--- config.mk ---
export PLATFORM = sky130hd
export DESIGN_NAME = square_wave_channel_sweep_envelope
export DESIGN_NICKNAME = d
export VERILOG_FILES = /design/src/rtl/sqwc_pkg.sv /design/src/rtl/square_wave_channel_sweep_envelope.sv
export SDC_FILE = /design/constraint.sdc
export NUM_CORES = 1
export LEC_CHECK = 0
export BUFFER_PORTS_ARGS = -buffer_cell sky130_fd_sc_hd__buf_4
export CORE_MARGIN = 3
export CORE_UTILIZATION = 56
export DETAILED_ROUTE_END_ITERATION = 8
export PLACE_DENSITY = 0.82
export SLEW_MARGIN = 5
export SYNTH_ARGS = -nofsm -noshare
export SYNTH_HDL_FRONTEND = slang
export SYNTH_SLANG_ARGS = --single-unit
--- constraint.sdc ---
create_clock -name clk -period 4.41 [get_ports clk]
set_input_delay 0.882 -clock clk [delete_from_list [all_inputs] [get_ports clk]]
set_output_delay 0.882 -clock clk [all_outputs]
set_load 0.05 [all_outputs]
--- src/rtl/sqwc_pkg.sv ---
package sqwc_pkg;

  localparam int InWidth  = 24;
  localparam int OutWidth = 16;

  typedef enum logic [2:0] {
    MODE_WRITE    = 3'd0,
    MODE_READ     = 3'd1,
    MODE_ADVANCE  = 3'd2,
    MODE_LENGTH   = 3'd3,
    MODE_ENVELOPE = 3'd4,
    MODE_SWEEP    = 3'd5
  } mode_t;

  localparam logic [2:0] RegSweep  = 3'd0;
  localparam logic [2:0] RegLength = 3'd1;
  localparam logic [2:0] RegEnv    = 3'd2;
  localparam logic [2:0] RegLow    = 3'd3;
  localparam logic [2:0] RegHigh   = 3'd4;

  localparam logic [10:0] PeriodMax = 11'd2047;

  function automatic logic duty_bit(input logic [1:0] sel, input logic [2:0] pos);
    logic [7:0] pat;
    unique case (sel)
      2'd0: pat = 8'h80;
      2'd1: pat = 8'h81;
      2'd2: pat = 8'hE1;
      default: pat = 8'h7E;
    endcase
    return pat[3'd7 - pos];
  endfunction

  function automatic logic [13:0] reload_of(input logic [10:0] p);
    logic [11:0] d;
    d = 12'd2048 - {1'b0, p};
    return {d, 2'b00};
  endfunction

endpackage

--- src/rtl/square_wave_channel_sweep_envelope.sv ---
// Writes, reads and ticks go from ST_IDLE to ST_DONE, via ST_FIRE2 or ST_SWEEP2 when a
// trigger or sweep update must check the new period for overflow. An advance with the
// channel on passes through ST_ADV, which wraps the period timer until it is positive,
// one wrap per cycle, reusing one timer adder; with the channel off it goes to ST_DONE.
// One item in flight: a new item is taken only in ST_IDLE with no result pending.
// Reset (rst, synchronous) clears the control and channel state and sets the sweep enable.
module square_wave_channel_sweep_envelope (
  input  logic                            clk,
  input  logic                            rst,
  input  logic                            cfg_wen,
  input  logic                            cfg_wdata,
  input  logic                            s_tvalid,
  output logic                            s_tready,
  // mode[2:0], reg_index[5:3], write_value[13:6], cycles[21:14], zero[23:22]
  input  logic [sqwc_pkg::InWidth-1:0]    s_tdata,
  output logic                            m_tvalid,
  input  logic                            m_tready,
  // read_data[7:0], sample[11:8], channel_on[12], zero[15:13]
  output logic [sqwc_pkg::OutWidth-1:0]   m_tdata
);
  import sqwc_pkg::*;

  typedef enum logic [2:0] {
    ST_IDLE, ST_ADV, ST_SWEEP2, ST_FIRE2, ST_DONE
  } state_t;

  state_t      state;
  state_t      idle_next;
  logic        sweep_en;
  logic [7:0]  reg_copy [5];
  logic        channel_active, dac_on, sweep_down, sweep_active, length_on, env_up;
  logic [10:0] period_value, shadow_period;
  logic [14:0] period_timer;
  logic [2:0]  duty_position, sweep_period, sweep_shift, env_period;
  logic [1:0]  duty_select;
  logic [3:0]  sweep_counter, env_counter, env_start_volume, volume;
  logic [6:0]  length_count;
  logic [7:0]  read_hold;
  logic [7:0]  read_value;
  logic signed [15:0] t_acc;

  logic [2:0]  in_mode, in_idx;
  logic [7:0]  in_wv, in_cyc;
  logic        accept;
  logic [10:0] shift_d;
  logic [11:0] sweep_next;
  logic [10:0] pv_write;
  logic [3:0]  swc_dec, envc_dec;
  logic [6:0]  len_dec;
  logic signed [15:0] t_sum;

  assign in_mode = s_tdata[2:0];
  assign in_idx  = s_tdata[5:3];
  assign in_wv   = s_tdata[13:6];
  assign in_cyc  = s_tdata[21:14];
  assign accept  = s_tvalid && s_tready;
  assign s_tready = (state == ST_IDLE) && !m_tvalid;

  assign shift_d    = shadow_period >> sweep_shift;
  assign sweep_next = sweep_down ? ({1'b0, shadow_period} - {1'b0, shift_d})
                                 : ({1'b0, shadow_period} + {1'b0, shift_d});
  assign pv_write   = {in_wv[2:0], period_value[7:0]};
  assign swc_dec    = (sweep_counter != 4'd0) ? sweep_counter - 4'd1 : 4'd0;
  assign envc_dec   = (env_counter != 4'd0) ? env_counter - 4'd1 : 4'd0;
  assign len_dec    = (length_count != 7'd0) ? length_count - 7'd1 : 7'd0;
  assign t_sum      = t_acc + $signed({2'b00, reload_of(period_value)});

  always_comb begin
    read_value = 8'd0;
    if (in_mode == MODE_READ) begin
      priority case (in_idx)
        RegSweep:  read_value = reg_copy[0] | 8'h80;
        RegLength: read_value = reg_copy[1] | 8'h3F;
        RegEnv:    read_value = reg_copy[2];
        RegHigh:   read_value = reg_copy[4] | 8'hBF;
        default:   read_value = 8'hFF;
      endcase
    end
  end

  always_comb begin
    idle_next = ST_DONE;
    if (in_mode == MODE_ADVANCE && channel_active) begin
      idle_next = ST_ADV;
    end else if (in_mode == MODE_WRITE && in_idx == RegHigh && in_wv[7] && sweep_en &&
                 sweep_shift != 3'd0) begin
      idle_next = ST_FIRE2;
    end else if (in_mode == MODE_SWEEP && sweep_en && swc_dec == 4'd0 && sweep_active &&
                 sweep_period != 3'd0 && sweep_next <= {1'b0, PeriodMax} &&
                 sweep_shift != 3'd0) begin
      idle_next = ST_SWEEP2;
    end
  end

  always_ff @(posedge clk) begin
    if (rst) begin
      state <= ST_IDLE;
      m_tvalid <= 1'b0;
      sweep_en <= 1'b1;
      for (int i = 0; i < 5; i++) reg_copy[i] <= 8'd0;
      channel_active <= 1'b0; dac_on <= 1'b0; sweep_down <= 1'b0;
      sweep_active <= 1'b0; length_on <= 1'b0; env_up <= 1'b0;
      period_value <= 11'd0; shadow_period <= 11'd0; period_timer <= 15'd0;
      duty_position <= 3'd0; duty_select <= 2'd0; sweep_period <= 3'd0;
      sweep_shift <= 3'd0; sweep_counter <= 4'd0; length_count <= 7'd0;
      env_period <= 3'd0; env_start_volume <= 4'd0; env_counter <= 4'd0;
      volume <= 4'd0;
    end else begin
      if (cfg_wen) sweep_en <= cfg_wdata;
      if (m_tvalid && m_tready) m_tvalid <= 1'b0;
      unique case (state)
        ST_IDLE: begin
          if (accept) begin
            read_hold <= read_value;
            state <= idle_next;
            priority case (in_mode)
              MODE_WRITE: begin
                if (in_idx <= RegHigh && !(in_idx == RegSweep && !sweep_en)) begin
                  reg_copy[in_idx] <= in_wv;
                  priority case (in_idx)
                    RegSweep: begin
                      sweep_period <= in_wv[6:4];
                      sweep_down <= in_wv[3];
                      sweep_shift <= in_wv[2:0];
                      sweep_active <= (in_wv[6:4] != 3'd0) || (in_wv[2:0] != 3'd0);
                    end
                    RegLength: begin
                      duty_select <= in_wv[7:6];
                      length_count <= 7'd64 - {1'b0, in_wv[5:0]};
                    end
                    RegEnv: begin
                      env_start_volume <= in_wv[7:4];
                      env_up <= in_wv[3];
                      env_period <= in_wv[2:0];
                      dac_on <= in_wv[7:3] != 5'd0;
                      if (in_wv[7:3] == 5'd0) channel_active <= 1'b0;
                    end
                    RegLow: period_value <= {period_value[10:8], in_wv};
                    default: begin
                      period_value <= pv_write;
                      length_on <= in_wv[6];
                      if (in_wv[7]) begin
                        channel_active <= dac_on;
                        if (length_count == 7'd0) length_count <= 7'd64;
                        period_timer <= {1'b0, reload_of(pv_write)};
                        env_counter <= (env_period != 3'd0) ? {1'b0, env_period} : 4'd8;
                        volume <= env_start_volume;
                        if (sweep_en) begin
                          shadow_period <= pv_write;
                          sweep_counter <= (sweep_period != 3'd0) ?
                                           {1'b0, sweep_period} : 4'd8;
                          sweep_active <= (sweep_period != 3'd0) || (sweep_shift != 3'd0);
                        end
                      end
                    end
                  endcase
                end
              end
              MODE_READ: ;
              MODE_ADVANCE: begin
                if (channel_active) begin
                  t_acc <= $signed({1'b0, period_timer}) - $signed({8'd0, in_cyc});
                end
              end
              MODE_LENGTH: begin
                if (length_on) begin
                  length_count <= len_dec;
                  if (len_dec == 7'd0) channel_active <= 1'b0;
                end
              end
              MODE_ENVELOPE: begin
                if (env_period != 3'd0) begin
                  if (envc_dec == 4'd0) begin
                    env_counter <= {1'b0, env_period};
                    if (env_up) begin
                      if (volume != 4'd15) volume <= volume + 4'd1;
                    end else if (volume != 4'd0) begin
                      volume <= volume - 4'd1;
                    end
                  end else begin
                    env_counter <= envc_dec;
                  end
                end
              end
              MODE_SWEEP: begin
                if (sweep_en) begin
                  if (swc_dec != 4'd0) begin
                    sweep_counter <= swc_dec;
                  end else begin
                    sweep_counter <= (sweep_period != 3'd0) ? {1'b0, sweep_period} : 4'd8;
                    if (sweep_active && sweep_period != 3'd0) begin
                      if (sweep_next > {1'b0, PeriodMax}) begin
                        channel_active <= 1'b0;
                      end else if (sweep_shift != 3'd0) begin
                        shadow_period <= sweep_next[10:0];
                        period_value <= sweep_next[10:0];
                      end
                    end
                  end
                end
              end
              default: ;
            endcase
          end
        end
        ST_ADV: begin
          if (t_acc <= 16'sd0) begin
            t_acc <= t_sum;
            duty_position <= duty_position + 3'd1;
          end else begin
            period_timer <= t_acc[14:0];
            state <= ST_DONE;
          end
        end
        ST_SWEEP2, ST_FIRE2: begin
          if (sweep_next > {1'b0, PeriodMax}) channel_active <= 1'b0;
          state <= ST_DONE;
        end
        default: begin
          m_tvalid <= 1'b1;
          m_tdata <= {3'd0, channel_active,
                      (channel_active && dac_on && duty_bit(duty_select, duty_position))
                        ? volume : 4'd0,
                      read_hold};
          state <= ST_IDLE;
        end
      endcase
    end
  end

endmodule

After elaboration in Yosys (flattened, before gate mapping)
Memories as Yosys holds them, arrays and structs flattened. Cells that the tools add are included.

Bits in registers: 122. Output and inout port bits: 18. Logic and storage cells: 285. Memories kept: 1. Bits in writable memories: 40. Input bits: 30.

Memory list: reg_copy (depth 5, width 8, rd ports 4, clocked after memory_dff 0, wr ports 5, RTL line square_wave_channel_sweep_envelope.sv:30) `logic [7:0] reg_copy [5];`.

Shift-type cells: 1. Bitwise gates (word level): 4. Eq/ne operators: 55. Reduce and logical (&&, ||, !) cells: 78. Add/subtract/negate cells: 14. Order comparisons: 5. Mux-type cells: 100.

Operator list (count): 11-bit 2-to-1 mux (10); 4-bit 2-to-1 mux (23); 15-bit 2-to-1 mux (6); 11-bit one-hot mux with 2 select lines (3); 16-bit 2-to-1 mux (4); 2-bit != test (second input constant) (18); 7-bit 2-to-1 mux (5); 16-bit one-hot mux with 2 select lines (1); 8-bit one-hot mux with 4 select lines (1); 15-bit one-hot mux with 2 select lines (1); 7-bit one-hot mux with 2 select lines (2); 1-bit 2-to-1 mux (24); 8-bit 2-to-1 mux (3); 4-bit one-hot mux with 2 select lines (3); 8-bit one-hot mux with 3 select lines (1); 12-bit AND reduction (2); 12-bit by 11-bit subtractor with 12-bit output (first input constant) (2); 11-bit AND reduction (2); 3-bit != test (second input constant) (7); 7-bit AND reduction (3); 5-bit AND reduction (4); 1-bit logical AND (19); 3-bit by 2-bit equality test with 1-bit output (second input constant) (6); 3-bit 2-to-1 mux (6); 53 further kinds (101).

Longest topological paths before layout
Depth in word-level cells: 13. Gate-level depth with buffers: 20. Gate-level depth less buffers: 18.

Least setup slack after synthesis
OpenSTA, ideal clock, no wires.

Kind: register to register. Start: reg sweep_shift[1]. End: reg period_value[0]. Arrival time: 4451 ps. Setup slack: -162 ps. Data required time: 4289 ps. Buffers on the path: 1. Cell stages (with the launch flop): 18. Period minus slack after synthesis: 4572 ps. Setup time: 121 ps. Cells stage by stage: dfxtp_1 > buf_2 > mux2_2 > mux2_2 > a221oi_4 > ha_1 > and3_1 > and2_1 > a21oi_1 > o32a_1 > ha_1 > a21oi_1 > o21ai_0 > o41ai_2 > nand2b_1 > a21oi_2 > o21ai_2 > mux2_2.

Longest elaborated chain between the ends: 9. Elaborated cells between the ends (all ways): 15. Classes of those cells: add/sub: 2; order compare: 1; eq/ne: 2; shift: 1; mux: 7; reduce/logical: 2.

Ends and longest elaborated chain: start: declaration (RTL line square_wave_channel_sweep_envelope.sv:34) `logic [2:0] duty_position, sweep_period, sweep_shift, env_period;`; start signal: assignment (RTL line square_wave_channel_sweep_envelope.sv:124) `sweep_shift <= in_wv[2:0];`; parallel branches: the longest is 9 deep, another holds 11-bit by 11-bit adder with 12-bit output; end signal: assignment (RTL line square_wave_channel_sweep_envelope.sv:138) `RegLow: period_value <= {period_value[10:8], in_wv};`; end signal: assignment (RTL line square_wave_channel_sweep_envelope.sv:140) `period_value <= pv_write;`; end signal: assignment (RTL line square_wave_channel_sweep_envelope.sv:196) `period_value <= sweep_next[10:0];`; end: declaration (RTL line square_wave_channel_sweep_envelope.sv:32) `logic [10:0] period_value, shadow_period;`.

Several ways; the timed one is not identified. The select of a mux whose other input is x is not followed. A chain may end at the register's enable or synchronous reset.

Final worst setup path
Start: reg sweep_shift[0]. End: reg shadow_period[4].

Longest elaborated chain between the ends: 9. Elaborated cells between the ends (all ways): 15. Classes of those cells: add/sub: 2; order compare: 1; eq/ne: 2; shift: 1; mux: 7; reduce/logical: 2.

Ends and longest elaborated chain: parallel branches: the longest is 9 deep, another holds 11-bit by 11-bit adder with 12-bit output; end signal: assignment (RTL line square_wave_channel_sweep_envelope.sv:149) `shadow_period <= pv_write;`; end signal: assignment (RTL line square_wave_channel_sweep_envelope.sv:195) `shadow_period <= sweep_next[10:0];`; end: declaration (RTL line square_wave_channel_sweep_envelope.sv:32).

Several ways; the timed one is not identified. The select of a mux whose other input is x is not followed.

==> impl_metrics.ini <==
[outcome]
status = finished, violations left
violations = negative setup slack

[timing]
setup_ws_ns = -0.0782
fmax_ghz = 0.223
fin_crit_sh = 1.02
period_minus_slack_ns = 4.49
finalSetupViolCount = 10
slew_headroom = 0.327
rsz0062_at_grt = yes
finClkSkew_ns = 0.00949
hold_viol_final = 0
worst_pin_slew_ns = 1.01
drv_slew = 0

[synth]
ys_seq_area_frac = 0.362
synth_compound_area_frac = 0.181
synth_area_um2 = 9270
synth.area.mux_share = 0.0697
synth_xor_area_frac = 0.0510
synth.ff_latch_count = 140
synth-edff-count = 55
synth_adder_area_share = 0.0651
yosys_most_used_dff = dfxtp_1
synth.top_cells.by_area = dfxtp_1 18%, edfxtp_1 18%, ha_1 5.5%, nor2_1 5.0%, nand2_1 4.9%
syn_inst = 1093
synth_area_per_cell_um2 = 8.48
synthArstFlopShare = 0
synth_top_family_by_area = simple AND/OR/NAND/NOR gates
synth_warnings = 0
synthSimpleGateAreaFrac = 0.224
netlist.area_leader.share = 0.184
yosys.area.top_type = dfxtp_1
ys_types = 78

[grt]
antenna_found_initial = 0
grt_max_degree = 61
grt_pass1_vias = 8007
grt_use_met1 = 0.351
grt_usage = 0.266
gr-usage-met2 = 0.438
grt-ovfl-total = 0
gr-usage-met3 = 0.0525
busiest_layer = met2
grt_first_pass_wirelength_mm = 39.2

[critical_path]
cp_cell_sequence = mux4_2, a222oi_1, and4_2, and3_4, and2_4, a21oi_2, o32a_1, ha_4, a21oi_2, o21ai_2, o41ai_4, o211ai_1, a21oi_2, o21ai_4, buf_6, mux2_4
worst_path_most_repeated_cell = a21oi_2
start_kind = flip-flop
slowest_delay_ns = 0.53
cp.buffers_inverters = 1
crit_type = flip-flop to flip-flop
crit_path_top_delay_cell = mux4_2
cp-end-kind = flip-flop
worst_ep_arrival_time_ns = 4.81
required_ns = 4.73
crit_fanout = 5
cp_top_family = compound AO/OA/AOI/OAI gates

[floorplanning]
die_area_um2 = 18100
die_height_um = 135
die_w_um = 135
pin_count = 48
core_um2 = 16100
initial_core_util = 0.577
fp-row-count = 46

[cts]
h-tree-depth = 4
cts_max_path_buffers = 2
cts_sinks = 140
clock_latency_ns = 0.44
cts_root_buf = clkbuf_16
cts_tree = yes
cts.clk_slew.worst_paths_ns = 0.06
numCtsBuffers = 17

[placement]
port_buffers = 42
hpwl_mm = 17.0
gp_congestion = 0.939
pre_cts_slack_ns = -0.0823

[power]
intPower_w = 0.00219
power.clock.fraction = 0.434
p_sw_w = 0.000798
swShare = 0.267
p_total_w = 0.00299
pwr_density_cell_nw_per_um2 = 281
p_seq_frac = 0.460
worst_ir_drop_vdd_v = 0.000306
pwr-share-comb = 0.106
p_leak_nw = 4.22

[route]
first_pass_iters = 6
drt_iter0_markers = 850
drt_wl_total_mm = 24.1
drc = 0
wl_per_cell_um = 17.5
vias_per_cell = 6.10
antenna_left = 0
via_count = 8390

[cells_and_area]
n_antenna_cell = 0
fillCellCount = 1283
areaGrowthSynthToFinish_pct = 14.7
drive_gt1_frac = 0.157
nNetsFinal = 1222

[flow_run]
maxCapViolations = 0

[worst_hold_path]
min_path_type = flip-flop to flip-flop
[cell families after synthesis]
family	count (synthesis)
muxes	57
DFF	140
xor gates and xnor gates	54
buffers and inverters	107
AOI/OAI and AO/OA	259
and+or+nand+nor	429
other	1
adders and majority gates	46
[final cells by class]
class / instances / area (um^2) / share of cell area
Clock buffer: 19 / 433 / 0.0407
Clock inverter: 13 / 96.3 / 0.00906
Timing Repair Buffer: 95 / 736 / 0.0692
Inverter: 45 / 169 / 0.0159
Sequential cell: 140 / 3360 / 0.316
Tap cell: 216 / 270 / 0.0254
Multi-Input combinational cell: 848 / 5570 / 0.523
[registers in the layout, summed over array words and instances (netlist names), 2 cells and up]
signal	cells
sweep_shift	3
env_counter	4
read_hold	8
volume	4
duty_select	2
m_tdata	13
t_acc	16
sweep_counter	4
env_period	3
env_start_volume	4
length_count	7
period_timer	15
period_value	11
reg_copy	18
state	3
shadow_period	11
sweep_period	3
duty_position	3
[through the flow]
step           hold slack, ns   util  instance area (um^2)  std cells  setup TNS, ns
2_1_floorplan           0.400      -                  9350       1095        -0.0942
3_3_place_gp            0.401  0.622                  9990       1335        -0.0273
3_5_place_dp            0.405  0.622                  9990       1335         -0.570
4_1_cts                 0.419  0.657                 10500       1368              0
5_1_grt                 0.441  0.662                 10600       1376          -4.24
6_report                0.417  0.662                 10600       1376         -0.555
[cells in the final DEF (no fill, tap or decap), types with 8 or more instances in the layout]
cell       instances
inv_1             45
nor2b_1           22
xor2_1            23
a311oi_1          12
mux2_4             9
a21oi_1           76
clkbuf_16         17
a31oi_1           14
a211oi_1           9
o21a_1             9
and3_1            13
edfxtp_1          55
xnor2_1           31
mux2_2            13
nor3_1            28
nor4_1            15
dfxtp_1           82
a22oi_1           13
nand2b_1          13
nand2_1          122
and2_1            16
nor2_1           123
mux2i_1           33
buf_4             89
nand3_1           24
o21ai_0           57
or2_2              8
ha_1              39
o31ai_1            9
nor3b_1            8
[Yosys cell counts (all sizes together), types with 9 or more instances]
| cell type | count |
|---|---|
| nor3 | 29 |
| edfxtp | 55 |
| nor4 | 16 |
| a21oi | 80 |
| nand2 | 122 |
| a22oi | 13 |
| and2 | 17 |
| inv | 45 |
| or2 | 9 |
| a31oi | 14 |
| nand2b | 13 |
| o31ai | 9 |
| ha | 41 |
| mux2 | 22 |
| xnor2 | 31 |
| a311oi | 12 |
| dfxtp | 85 |
| buf | 13 |
| and3 | 14 |
| mux2i | 33 |
| o21a | 9 |
| nand3 | 24 |
| nor2b | 22 |
| xor2 | 23 |
| nor2 | 123 |
| o21ai | 61 |
| a211oi | 9 |
| clkbuf | 49 |
[layer usage]
metal / share of wire / vias up
li1: - / 4028
met1: 0.42 / 3968
met2: 0.48 / 343
met3: 0.075 / 51
met4: 0.021 / 0
met5: 0 / -
[final timing paths]
kind                        from                to  slack [ns]  cells after the start
setup / recovery  sweep_shift[0]  shadow_period[4]       -0.08                     16
hold / removal      read_hold[1]        m_tdata[1]        0.42                      0
setup reg to reg  sweep_shift[0]  shadow_period[4]       -0.08                     16
hold reg to reg     read_hold[1]        m_tdata[1]        0.42                      0
[power by group through the flow]
stage	clock network (W)	registers [W]	logic (W)
after detailed placement	0	0.00140	0.000306
after global placement	0	0.00140	0.000300
after floorplan	0	0.00141	0.000201
final	0.00130	0.00138	0.000316
after CTS	0.00130	0.00138	0.000309
after global routing	0.00136	0.00138	0.000343
[repair_timing]
item / in CTS / in global routing
hold buffers: 0 / 0
pin swaps: 3 / 12
endpoints found under the setup margin: 9 / 21
buffers inserted: 1 / 8
gates resized for setup: 3 / 9
endpoints found under the hold margin: 0 / 0
Note: power is estimated with default switching activity, not from simulation.
